==> src/ld_pkg.sv <==
// ----------------------------------------------------------------------------
// ld_pkg: shared types and constants for the launch detector
// Holds the register file layout, controller states and the command and
// status structs that join the controller and the datapath.
// ----------------------------------------------------------------------------
`default_nettype none

package ld_pkg;

  // register indexes (byte address = 4 * index)
  localparam logic [2:0] REG_DIR_X    = 3'd0;
  localparam logic [2:0] REG_DIR_Y    = 3'd1;
  localparam logic [2:0] REG_DIR_Z    = 3'd2;
  localparam logic [2:0] REG_MAG      = 3'd3;
  localparam logic [2:0] REG_DEBOUNCE = 3'd4;
  localparam logic [2:0] REG_TIMEOUT  = 3'd5;
  localparam logic [2:0] REG_CLIMB    = 3'd6;

  // register reset values
  localparam logic signed [15:0] RST_DIR_X    = 16'sd0;
  localparam logic signed [15:0] RST_DIR_Y    = 16'sd0;
  localparam logic signed [15:0] RST_DIR_Z    = 16'sd16384;
  localparam logic [15:0]        RST_MAG      = 16'd0;
  localparam logic [7:0]         RST_DEBOUNCE = 8'd3;
  localparam logic [7:0]         RST_TIMEOUT  = 8'd25;
  localparam logic [15:0]        RST_CLIMB    = 16'd160;

  // gravity fallback: below 5.0 m/s^2 use 9.81 m/s^2 (1/256 units)
  localparam logic [15:0] MAG_MIN      = 16'd1280;
  localparam logic [15:0] MAG_FALLBACK = 16'd2511;

  // pad average weights, Q0.16 (0.9 and 0.1 truncated)
  localparam logic signed [16:0] W_OLD = 17'sd58982;
  localparam logic signed [16:0] W_NEW = 17'sd6553;

  typedef struct packed {
    logic signed [15:0] dir_x;
    logic signed [15:0] dir_y;
    logic signed [15:0] dir_z;
    logic [15:0]        mag;
    logic [7:0]         debounce;
    logic [7:0]         timeout;
    logic [15:0]        climb;
  } cfg_t;

  typedef enum logic [3:0] {
    ST_IDLE,
    ST_MUL_X,
    ST_MUL_Y,
    ST_MUL_Z,
    ST_DECIDE,
    ST_AVG_OLD,
    ST_AVG_NEW,
    ST_AVG_WB,
    ST_DONE
  } state_t;

  typedef enum logic [2:0] {
    MS_X,
    MS_Y,
    MS_Z,
    MS_OLD,
    MS_NEW
  } mul_sel_t;

  typedef struct packed {
    logic     load;     // capture input item
    logic     seed;     // first sample seeds pad estimate
    mul_sel_t mul_sel;
    logic     acc_clr;  // accumulator takes product alone
    logic     acc_en;
    logic     est_wr;   // pad estimate takes accumulator >> 16
    logic     out_load; // capture pad altitude into output register
  } cmd_t;

  typedef struct packed {
    logic dot_high;
    logic climb;
  } status_t;

endpackage

`default_nettype wire

==> src/ld_regs.sv <==
// ----------------------------------------------------------------------------
// ld_regs: configuration register file
// APB-style write/read of the seven detector settings.
// ----------------------------------------------------------------------------
`default_nettype none

module ld_regs (
  input  wire logic         clk,
  input  wire logic         rst,
  input  wire logic         psel,
  input  wire logic         penable,
  input  wire logic         pwrite,
  input  wire logic [4:0]   paddr,
  input  wire logic [31:0]  pwdata,
  output logic [31:0]       prdata,
  output ld_pkg::cfg_t      cfg
);
  import ld_pkg::*;

  logic       wr;
  logic [2:0] idx;

  assign idx = paddr[4:2];
  assign wr  = psel && penable && pwrite;

  always_ff @(posedge clk) begin
    if (rst) begin
      cfg.dir_x    <= RST_DIR_X;
      cfg.dir_y    <= RST_DIR_Y;
      cfg.dir_z    <= RST_DIR_Z;
      cfg.mag      <= RST_MAG;
      cfg.debounce <= RST_DEBOUNCE;
      cfg.timeout  <= RST_TIMEOUT;
      cfg.climb    <= RST_CLIMB;
    end else if (wr) begin
      unique case (idx)
        REG_DIR_X:    cfg.dir_x    <= pwdata[15:0];
        REG_DIR_Y:    cfg.dir_y    <= pwdata[15:0];
        REG_DIR_Z:    cfg.dir_z    <= pwdata[15:0];
        REG_MAG:      cfg.mag      <= pwdata[15:0];
        REG_DEBOUNCE: cfg.debounce <= pwdata[7:0];
        REG_TIMEOUT:  cfg.timeout  <= pwdata[7:0];
        REG_CLIMB:    cfg.climb    <= pwdata[15:0];
        default: ;
      endcase
    end
  end

  always_comb begin
    unique case (idx)
      REG_DIR_X:    prdata = {16'd0, cfg.dir_x};
      REG_DIR_Y:    prdata = {16'd0, cfg.dir_y};
      REG_DIR_Z:    prdata = {16'd0, cfg.dir_z};
      REG_MAG:      prdata = {16'd0, cfg.mag};
      REG_DEBOUNCE: prdata = {24'd0, cfg.debounce};
      REG_TIMEOUT:  prdata = {24'd0, cfg.timeout};
      REG_CLIMB:    prdata = {16'd0, cfg.climb};
      default:      prdata = 32'd0;
    endcase
  end

endmodule

`default_nettype wire

==> src/ld_datapath.sv <==
// ----------------------------------------------------------------------------
// ld_datapath: shared multiplier, accumulator and pad estimate
// One 29x17 signed multiplier serves the dot product and the pad average.
// ----------------------------------------------------------------------------
`default_nettype none

module ld_datapath (
  input  wire logic               clk,
  input  wire ld_pkg::cfg_t       cfg,
  input  wire ld_pkg::cmd_t       cmd,
  input  wire logic signed [16:0] accel_x,
  input  wire logic signed [16:0] accel_y,
  input  wire logic signed [16:0] accel_z,
  input  wire logic signed [20:0] altitude,
  output ld_pkg::status_t         status,
  output logic signed [20:0]      pad_altitude
);
  import ld_pkg::*;

  logic signed [16:0] ax, ay, az;
  logic signed [20:0] alt;
  logic signed [28:0] est;        // 1/16 m with 8 fraction bits
  logic signed [47:0] acc;

  logic signed [28:0] op_a;
  logic signed [16:0] op_b;
  logic signed [45:0] prod;
  logic signed [47:0] prod_ext;
  logic signed [47:0] term;

  logic signed [28:0] alt_q;
  logic signed [30:0] climb_diff;
  logic signed [30:0] climb_lim;
  logic [15:0]        mag_eff;
  logic signed [47:0] dot_lim;

  always_comb begin
    unique case (cmd.mul_sel)
      MS_X:    begin op_a = 29'(cfg.dir_x); op_b = ax;    end
      MS_Y:    begin op_a = 29'(cfg.dir_y); op_b = ay;    end
      MS_Z:    begin op_a = 29'(cfg.dir_z); op_b = az;    end
      MS_OLD:  begin op_a = est;            op_b = W_OLD; end
      MS_NEW:  begin op_a = 29'(alt);       op_b = W_NEW; end
      default: begin op_a = '0;             op_b = '0;    end
    endcase
  end

  assign prod     = op_a * op_b;
  assign prod_ext = 48'(prod);
  // new-sample term weighs alt << 8
  assign term     = (cmd.mul_sel == MS_NEW) ? (prod_ext <<< 8) : prod_ext;

  assign alt_q = {alt, 8'd0};

  always_ff @(posedge clk) begin
    if (cmd.load) begin
      ax  <= accel_x;
      ay  <= accel_y;
      az  <= accel_z;
      alt <= altitude;
    end
    if (cmd.seed) begin
      est <= {altitude, 8'd0};
    end else if (cmd.est_wr) begin
      est <= acc[44:16];  // floor of sum / 65536
    end
    if (cmd.acc_en) begin
      acc <= cmd.acc_clr ? term : acc + term;
    end
    if (cmd.out_load) begin
      pad_altitude <= est[28:8];
    end
  end

  // high tick: dot > (2 * mag) << 14
  assign mag_eff  = (cfg.mag < MAG_MIN) ? MAG_FALLBACK : cfg.mag;
  assign dot_lim  = $signed({17'd0, mag_eff, 15'd0});
  assign status.dot_high = acc > dot_lim;

  // climb: (alt << 8) - est > climb << 8
  assign climb_diff   = 31'(alt_q) - 31'(est);
  assign climb_lim    = $signed({7'd0, cfg.climb, 8'd0});
  assign status.climb = climb_diff > climb_lim;

endmodule

`default_nettype wire

==> src/ld_ctrl.sv <==
// ----------------------------------------------------------------------------
// ld_ctrl: sequencing state machine and detection state
// Steps the datapath through each tick, runs debounce, arming, timeout and
// launch latch, and owns the output handshake.
// ----------------------------------------------------------------------------
`default_nettype none

module ld_ctrl #(
  parameter int COUNT_BITS = 8
) (
  input  wire logic            clk,
  input  wire logic            rst,
  input  wire ld_pkg::cfg_t    cfg,
  input  wire ld_pkg::status_t status,
  input  wire logic            in_valid,
  output logic                 in_ready,
  output logic                 out_valid,
  input  wire logic            out_ready,
  output logic                 out_launched,
  output logic                 out_armed,
  output ld_pkg::cmd_t         cmd
);
  import ld_pkg::*;

  localparam int CMP_W = (COUNT_BITS > 8) ? COUNT_BITS : 8;

  state_t state, state_next;

  logic                  pad_valid;
  logic                  armed, armed_next;
  logic                  launched, launched_next;
  logic [COUNT_BITS-1:0] high_count, high_count_next;
  logic [COUNT_BITS-1:0] check_count, check_count_next;
  logic [COUNT_BITS-1:0] high_inc, check_inc;
  logic                  out_free;

  assign in_ready = (state == ST_IDLE);
  assign out_free = !out_valid || out_ready;

  // next state
  always_comb begin
    state_next = state;
    unique case (state)
      ST_IDLE: begin
        if (in_valid) begin
          priority if (launched) state_next = ST_DONE;
          else if (armed)        state_next = ST_DECIDE;
          else                   state_next = ST_MUL_X;
        end
      end
      ST_MUL_X:   state_next = ST_MUL_Y;
      ST_MUL_Y:   state_next = ST_MUL_Z;
      ST_MUL_Z:   state_next = ST_DECIDE;
      ST_DECIDE:  state_next = (!armed && !status.dot_high) ? ST_AVG_OLD : ST_DONE;
      ST_AVG_OLD: state_next = ST_AVG_NEW;
      ST_AVG_NEW: state_next = ST_AVG_WB;
      ST_AVG_WB:  state_next = ST_DONE;
      ST_DONE:    state_next = out_free ? ST_IDLE : ST_DONE;
      default:    state_next = ST_IDLE;
    endcase
  end

  // datapath commands
  always_comb begin
    cmd          = '0;
    cmd.mul_sel  = MS_X;
    cmd.load     = (state == ST_IDLE) && in_valid;
    cmd.seed     = cmd.load && !pad_valid && !launched;
    cmd.out_load = (state == ST_DONE) && out_free;
    unique case (state)
      ST_MUL_X:   begin cmd.mul_sel = MS_X;   cmd.acc_clr = 1'b1; cmd.acc_en = 1'b1; end
      ST_MUL_Y:   begin cmd.mul_sel = MS_Y;   cmd.acc_en = 1'b1; end
      ST_MUL_Z:   begin cmd.mul_sel = MS_Z;   cmd.acc_en = 1'b1; end
      ST_AVG_OLD: begin cmd.mul_sel = MS_OLD; cmd.acc_clr = 1'b1; cmd.acc_en = 1'b1; end
      ST_AVG_NEW: begin cmd.mul_sel = MS_NEW; cmd.acc_en = 1'b1; end
      ST_AVG_WB:  cmd.est_wr = 1'b1;
      default: ;
    endcase
  end

  // detection decision, taken once per tick until the launch is latched
  assign high_inc  = (&high_count)  ? high_count  : high_count  + 1'b1;
  assign check_inc = (&check_count) ? check_count : check_count + 1'b1;

  always_comb begin
    armed_next       = armed;
    launched_next    = launched;
    high_count_next  = high_count;
    check_count_next = check_count;
    if (state == ST_DECIDE) begin
      if (!armed) begin
        if (status.dot_high) begin
          high_count_next = high_inc;
          if (CMP_W'(high_inc) >= CMP_W'(cfg.debounce)) begin
            armed_next       = 1'b1;
            check_count_next = '0;
          end
        end else begin
          high_count_next = '0;
        end
      end else begin
        check_count_next = check_inc;
        if (status.climb) begin
          launched_next = 1'b1;
          armed_next    = 1'b0;
        end else if (CMP_W'(check_inc) >= CMP_W'(cfg.timeout)) begin
          armed_next       = 1'b0;
          high_count_next  = '0;
          check_count_next = '0;
        end
      end
    end
  end

  always_ff @(posedge clk) begin
    if (rst) begin
      state        <= ST_IDLE;
      pad_valid    <= 1'b0;
      armed        <= 1'b0;
      launched     <= 1'b0;
      high_count   <= '0;
      check_count  <= '0;
      out_valid    <= 1'b0;
      out_launched <= 1'b0;
      out_armed    <= 1'b0;
    end else begin
      state       <= state_next;
      armed       <= armed_next;
      launched    <= launched_next;
      high_count  <= high_count_next;
      check_count <= check_count_next;
      if (cmd.seed) begin
        pad_valid <= 1'b1;
      end
      if (cmd.out_load) begin
        out_valid    <= 1'b1;
        out_launched <= launched;
        out_armed    <= armed;
      end else if (out_ready) begin
        out_valid <= 1'b0;
      end
    end
  end

endmodule

`default_nettype wire

==> src/launch_detector.sv <==
// Pad ticks run the dot product and decision, quiet ones also the pad average;
//   armed ticks only the decision, ticks after launch neither. No new tick is
//   taken until the last result is loaded for output; the single shared
//   multiplier takes five products per quiet pad tick (three for the dot, two
//   for the average). Reset (rst, synchronous, active high) clears detection
//   state, the pad seed flag and the output flags, loads register defaults.
// ----------------------------------------------------------------------------
// launch_detector: ground-idle launch detection
// Projects acceleration onto the ground normal, debounces high-g ticks into a
// burn flag, tracks pad altitude and latches launch on a confirmed climb.
// ----------------------------------------------------------------------------
`default_nettype none

module launch_detector #(
  parameter int COUNT_BITS = 8   // width of the debounce and timeout counters
) (
  input  wire logic        clk,
  input  wire logic        rst,
  // configuration port
  input  wire logic        psel,
  input  wire logic        penable,
  input  wire logic        pwrite,
  input  wire logic [4:0]  paddr,
  input  wire logic [31:0] pwdata,
  output logic [31:0]      prdata,
  output logic             pready,
  // sensor tick stream
  input  wire logic        s_tvalid,
  output logic             s_tready,
  input  wire logic [71:0] s_tdata,   // accel_x[16:0], accel_y[33:17],
                                      // accel_z[50:34], altitude[71:51]
  // status stream, one transfer per tick
  output logic             m_tvalid,
  input  wire logic        m_tready,
  output logic [23:0]      m_tdata    // launched[0], burn_armed[1],
                                      // pad_altitude[22:2], zero[23]
);
  import ld_pkg::*;

  cfg_t    cfg;
  cmd_t    cmd;
  status_t status;

  logic               launched;
  logic               burn_armed;
  logic signed [20:0] pad_altitude;

  assign pready = 1'b1;

  ld_regs u_regs (
    .clk     (clk),
    .rst     (rst),
    .psel    (psel),
    .penable (penable),
    .pwrite  (pwrite),
    .paddr   (paddr),
    .pwdata  (pwdata),
    .prdata  (prdata),
    .cfg     (cfg)
  );

  // sequencer: owns arming, debounce and timeout counters and the output
  // handshake; the datapath only sees commands
  ld_ctrl #(
    .COUNT_BITS (COUNT_BITS)
  ) u_ctrl (
    .clk          (clk),
    .rst          (rst),
    .cfg          (cfg),
    .status       (status),
    .in_valid     (s_tvalid),
    .in_ready     (s_tready),
    .out_valid    (m_tvalid),
    .out_ready    (m_tready),
    .out_launched (launched),
    .out_armed    (burn_armed),
    .cmd          (cmd)
  );

  // one multiplier, accumulator, pad estimate and compares
  ld_datapath u_dp (
    .clk          (clk),
    .cfg          (cfg),
    .cmd          (cmd),
    .accel_x      ($signed(s_tdata[16:0])),
    .accel_y      ($signed(s_tdata[33:17])),
    .accel_z      ($signed(s_tdata[50:34])),
    .altitude     ($signed(s_tdata[71:51])),
    .status       (status),
    .pad_altitude (pad_altitude)
  );

  assign m_tdata = {1'b0, pad_altitude, burn_armed, launched};

endmodule

`default_nettype wire

==> config.mk <==
export PLATFORM = sky130hd
export DESIGN_NAME = launch_detector
export DESIGN_NICKNAME = d
export VERILOG_FILES = /design/src/ld_pkg.sv /design/src/ld_regs.sv /design/src/ld_datapath.sv /design/src/ld_ctrl.sv /design/src/launch_detector.sv
export SDC_FILE = /design/constraint.sdc
export NUM_CORES = 2
export LEC_CHECK = 0
export BUFFER_PORTS_ARGS = -buffer_cell sky130_fd_sc_hd__buf_2
export CAP_MARGIN = 20
export CORE_ASPECT_RATIO = 0.5
export CORE_MARGIN = 2
export CORE_UTILIZATION = 30
export CTS_CLUSTER_DIAMETER = 60
export DETAILED_ROUTE_END_ITERATION = 8
export PLACE_DENSITY = 0.45
export SLEW_MARGIN = 40
export SYNTH_ARGS = -nofsm -noshare
export SYNTH_HDL_FRONTEND = slang
export SYNTH_HIERARCHICAL = 1
export SYNTH_SLANG_ARGS = --single-unit
==> constraint.sdc <==
create_clock -name clk -period 24.8 [get_ports clk]
set_input_delay 4.96 -clock clk [delete_from_list [all_inputs] [get_ports clk]]
set_output_delay 4.96 -clock clk [all_outputs]
set_load 0.005 [all_outputs]
=== After elaboration in Yosys (flattened, before gate mapping) ===
Cells that the tools add are included.

* Bits in registers: 292
* Input port bits: 116
* Logic and storage cells: 125

* $add $sub $neg: 4
* Multiply operators: 1
* Magnitude comparators: 5
* Equal/unequal tests: 21
* Muxes and demuxes: 36
* Reduce and logical (&&, ||, !) cells: 34

{| class="wikitable"
|+ Operators with widths
! operator !! count
|-
| $pmux 29 s5 || 1
|-
| $pmux 16 s7 || 1
|-
| $mux 48 || 2
|-
| $mux 8 || 11
|-
| $pmux 17 s5 || 1
|-
| $mux 29 || 2
|-
| $add 48x48->48 || 1
|-
| $gt 48x32->1 || 1
|-
| $mul 29x17->46 || 1
|-
| $pmux 4 s9 || 1
|-
| $gt 31x25->1 || 1
|-
| $sub 29x29->30 || 1
|-
| $add 8x1->8 const B || 2
|-
| $eq 4x3->1 const B || 4
|-
| $ge 8x8->1 || 2
|-
| $lt 16x11->1 const B || 1
|-
| $mux 16 || 1
|-
| $mux 4 || 4
|-
| $reduce_and 8->1 || 2
|-
| $reduce_and 2->1 || 7
|-
| $eq 3x2->1 const B || 4
|-
| $eq 3x3->1 const B || 4
|-
| $pmux 3 s4 || 1
|-
| $mux 1 || 10
|-
| 15 further kinds || 35
|}

=== Longest topological paths before layout ===
* Word-level depth: 8
* Gate-level depth with buffers: 47
* Mapped depth without buffers: 44

=== Cells and area by module ===
The synthesis kept the hierarchy.

{| class="wikitable"
|+ By module, submodules not included
! module !! instances !! cells an instance !! area each (um^2) !! seq. area each (um^2)
|-
| ld_datapath || 1 || 3129 || 28691.3 || 5024.8
|-
| ld_regs || 1 || 517 || 4777.1 || 1921.8
|-
| ld_ctrl || 1 || 267 || 2103.3 || 520.5
|-
| launch_detector || 1 || 6 || 37.5 || 0.0
|}

=== Worst setup path before layout ===
OpenSTA, ideal clock, no wires.

* Kind: input to output
* Start point: in paddr[3]
* End point: out prdata[4]
* Arrival time: 5.917 ns
* Path slack: 13.923 ns
* Stages: 5
* Buffers on the path: 2
* Path through: buf_4 > buf_4 > mux2_2 > a221oi_1 > a221oi_1

* Longest elaborated chain between the ends: 2
* Elaborated cells on any way between the ends: 8
* Those cells by class: eq/ne: 6; mux: 1; reduce/logical: 1

{| class="wikitable"
|+ Ends and longest elaborated chain
! what !! line !! text
|-
| from (decl) || launch_detector.sv:23 || <nowiki>input wire logic [4:0] paddr,</nowiki>
|-
| $eq 3x3->1 (tied with other cells) || ld_regs.sv:50 || <nowiki>unique case (idx)</nowiki>
|-
| $pmux 16 s7 * || ld_regs.sv:50 ||
|-
| to (decl) || launch_detector.sv:25 || <nowiki>output logic [31:0] prdata,</nowiki>
|}

Every way passes the cells marked *; elsewhere a longest branch is shown, timed or not.

==> flow_summary.yaml <==
outcome:
  status: "complete, no violations"
critical_path:
  cp_max_fo: 29
  required_ps: 25140
  crit_slowest_cell: "a2111oi_1"
  startpoint_type: "flip-flop"
  cp_slowest_stage_delay_ps: 700
  crit_path_end_kind: "flip-flop"
  worstPathArrival_ps: 12910
  crit_type: "flip-flop to flip-flop"
  r2r_slack_ps: 12230
  worst_path_most_repeated_cell: "fa_1"
layout:
  final_cell_mix: "645 x inv_1, 477 x fa_1, 388 x nor2_1"
  layout_commonest_cell: "inv_1"
  final_nets: 4798
  fin_util: 0.336
  drive_gt1_frac: 0.0976
  area_delta_synth_final_pct: 11.0
  final_cells: 5600
synth:
  synth_compound_area_frac: 0.127
  ys.flop_type: "edfxtp_1"
  synth.distinct_cells: 101
  ys_seq_area_frac: 0.210
  synth_seq_cells: 292
  synth.avg_cell_area_um2: 9.09
  synth_area_mm2: 0.0356
  synthXorXnorAreaFrac: 0.0273
  synth_warnings: 6
  async_flop_share: 0
  synthCells: 3919
  synth_edf_count: 162
  synth_top_family_by_area: "adder cells"
  synth-simple-area-share: 0.142
  synthAdderAreaFrac: 0.349
  muxShareOfSynthArea: 0.0497
clock_network:
  path_clk_slew_ps: 60
  postCtsSetupBuffers: 0
  cts_tree: "yes"
  cts_resized: 0
  hold_buffers: 0
  clk_latency_ps: 590
  root_buffer: "clkbuf_16"
  numCtsBuffers: 40
  htree_levels: 2
  clock_sinks: 292
  clock_path_buffers: 3
floorplan:
  core_area_mm2: 0.118
  start_util: 0.302
  die_area_mm2: 0.122
  ios: 175
  num_rows: 89
  die_w_um: 491
  die_h_um: 248
timing:
  fin_crit_ps: 12570
  slew_headroom: 0.485
  fin_tns_setup_ps: 0
  period_share: 0.507
  worst_pin_slew_ps: 770
  slew_violations: 0
  worst_clock_skew_ps: 33.4
  hold_viol: 0
  max_freq_mhz: 79.6
  rsz0062_at_grt: "false"
  finalSetupViolations: 0
placed_design:
  dpl.hpwl_mm: 95.5
  gp_congestion: 0.871
  portBuffers: 138
  dp_cells: 5521
global_routing:
  grt_overflow: 0
  grt_pass1_wl_mm: 181
  grt.total_usage: 0.197
  first_global_vias: 28100
  grt_max_degree: 74
  antenna_found_initial: 5
power_and_ir_drop:
  p_leak_nw: 18.3
  vdd_drop_max_mv: 0.114
  powerDensity_mw_per_mm2: 141
routing:
  wl_per_cell_um: 21.6
  drt_pre_antenna_iters: 6
  first_iter_violations: 2050
  wl_mm: 121
  drc_errors: 0
  via_per_inst: 5.03
  vias: 28200
  ant_nets: 0
min_path:
  hold_path_class: "flip-flop to flip-flop"
flow_run:
  drv_cap: 0
final cells by class:
| type | count | area (µm²) |
|---|---|---|
| Clock inverter | 27 | 302 |
| Clock buffer | 45 | 1060 |
| Sequential cell | 292 | 7470 |
| Fill cell | 12300 | 78300 |
| Tap cell | 1592 | 1990 |
| Timing Repair Buffer | 197 | 1230 |
| Antenna cell | 3 | 7.51 |
| Inverter | 647 | 2430 |
| Multi-Input combinational cell | 2797 | 25000 |
worst paths after layout:
check	cells past startpoint	startpoint	to
hold reg to reg	2	u_ctrl/out_launched	u_ctrl/out_launched
setup reg to reg	39	u_ctrl/state[1]	u_dp/acc[45]
setup / recovery	39	u_ctrl/state[1]	u_dp/acc[45]
hold / removal	2	u_ctrl/out_launched	u_ctrl/out_launched
worst max-delay path: cells and delay by family (launching register included):
| family | cells | cell delay (ps) |
|---|---|---|
| compound gates | 14 | 4630 |
| fa+ha+maj | 8 | 3740 |
| buf+inv | 6 | 1210 |
| simple gates | 7 | 1030 |
| flops | 1 | 680 |
| mux | 2 | 620 |
| xor+xnor | 2 | 340 |
logic make-up (layout without fill, tap and decap cells):
group	after synthesis	after routing
AOI/OAI and AO/OA	687	687
xor gates and xnor gates	110	110
adders and majority gates	707	707
buffers and inverters	845	916
DFF	292	292
muxes	171	171
other	3	21
and+or+nand+nor	1104	1104
power by group:
group	switching (W)	internal, W	leakage (nW)
sequential	0.000107	0.000736	2.58
clock	0.000255	0.000355	0.666
combinational	0.00254	0.00156	15.0
routing by layer:
metal  GRT usage  up-vias  share of wire
li1            -    12900              -
met1       0.273    14300           0.45
met2       0.317      752           0.45
met3      0.0295      163          0.061
met4      0.0628        2          0.032
met5           0        -        0.00011
cells in the mapped netlist (9+ instances only):
| library cell | number | share of area |
|---|---|---|
| a21oi_1 | 205 | 0.029 |
| o211ai_1 | 10 | 0.0021 |
| mux2_2 | 36 | 0.011 |
| or3_1 | 9 | 0.0016 |
| buf_1 | 13 | 0.0014 |
| fa_1 | 477 | 0.27 |
| a31oi_1 | 21 | 0.0037 |
| nor4_1 | 20 | 0.0035 |
| clkbuf_1 | 131 | 0.014 |
| inv_1 | 646 | 0.068 |
| mux2i_1 | 134 | 0.038 |
| xnor2_1 | 65 | 0.016 |
| buf_4 | 29 | 0.0061 |
| o22ai_1 | 14 | 0.0025 |
| or2_2 | 20 | 0.0035 |
| o22a_1 | 14 | 0.0034 |
| dfxtp_1 | 130 | 0.073 |
| nor2_1 | 394 | 0.042 |
| a21o_1 | 72 | 0.015 |
| o21ai_0 | 142 | 0.020 |
| a221o_1 | 9 | 0.0025 |
| and3_1 | 21 | 0.0037 |
| ha_1 | 230 | 0.081 |
| and2_1 | 18 | 0.0032 |
| nor2b_1 | 31 | 0.0054 |
| nand4_1 | 29 | 0.0051 |
| xor2_1 | 44 | 0.011 |
| a221oi_1 | 19 | 0.0047 |
| edfxtp_1 | 162 | 0.14 |
| nand2_1 | 333 | 0.035 |
| nor3_1 | 36 | 0.0051 |
| nand3_1 | 70 | 0.0098 |
| buf_2 | 15 | 0.0021 |
| o21a_1 | 30 | 0.0063 |
| o21ai_1 | 9 | 0.0013 |
| nand2b_1 | 94 | 0.017 |
| o21bai_1 | 16 | 0.0034 |
| a22o_1 | 22 | 0.0054 |
sequential cells by signal, indices dropped and copies added, names as in the netlist, 4 cells and up:
signal,flops
u_dp/pad_altitude,21
u_ctrl/high_count,8
u_dp/ax,17
u_dp/est,29
u_ctrl/state,4
u_ctrl/check_count,8
u_regs/cfg,96
u_dp/ay,17
u_dp/az,17
u_dp/acc,48
u_dp/alt,21
stage by stage:
stage          hold WS, ps  instance area [µm²]  total power [W]  setup slack, ps
6_report               488                39500          0.00556            12230
2_1_floorplan          438                35700          0.00372            13920
5_1_grt                506                39500          0.00605            11630
4_1_cts                492                39400          0.00557            12330
3_3_place_gp           470                37900          0.00488            11680
3_5_place_dp           482                38100          0.00492            12380
(Power assumes the default switching activity.)
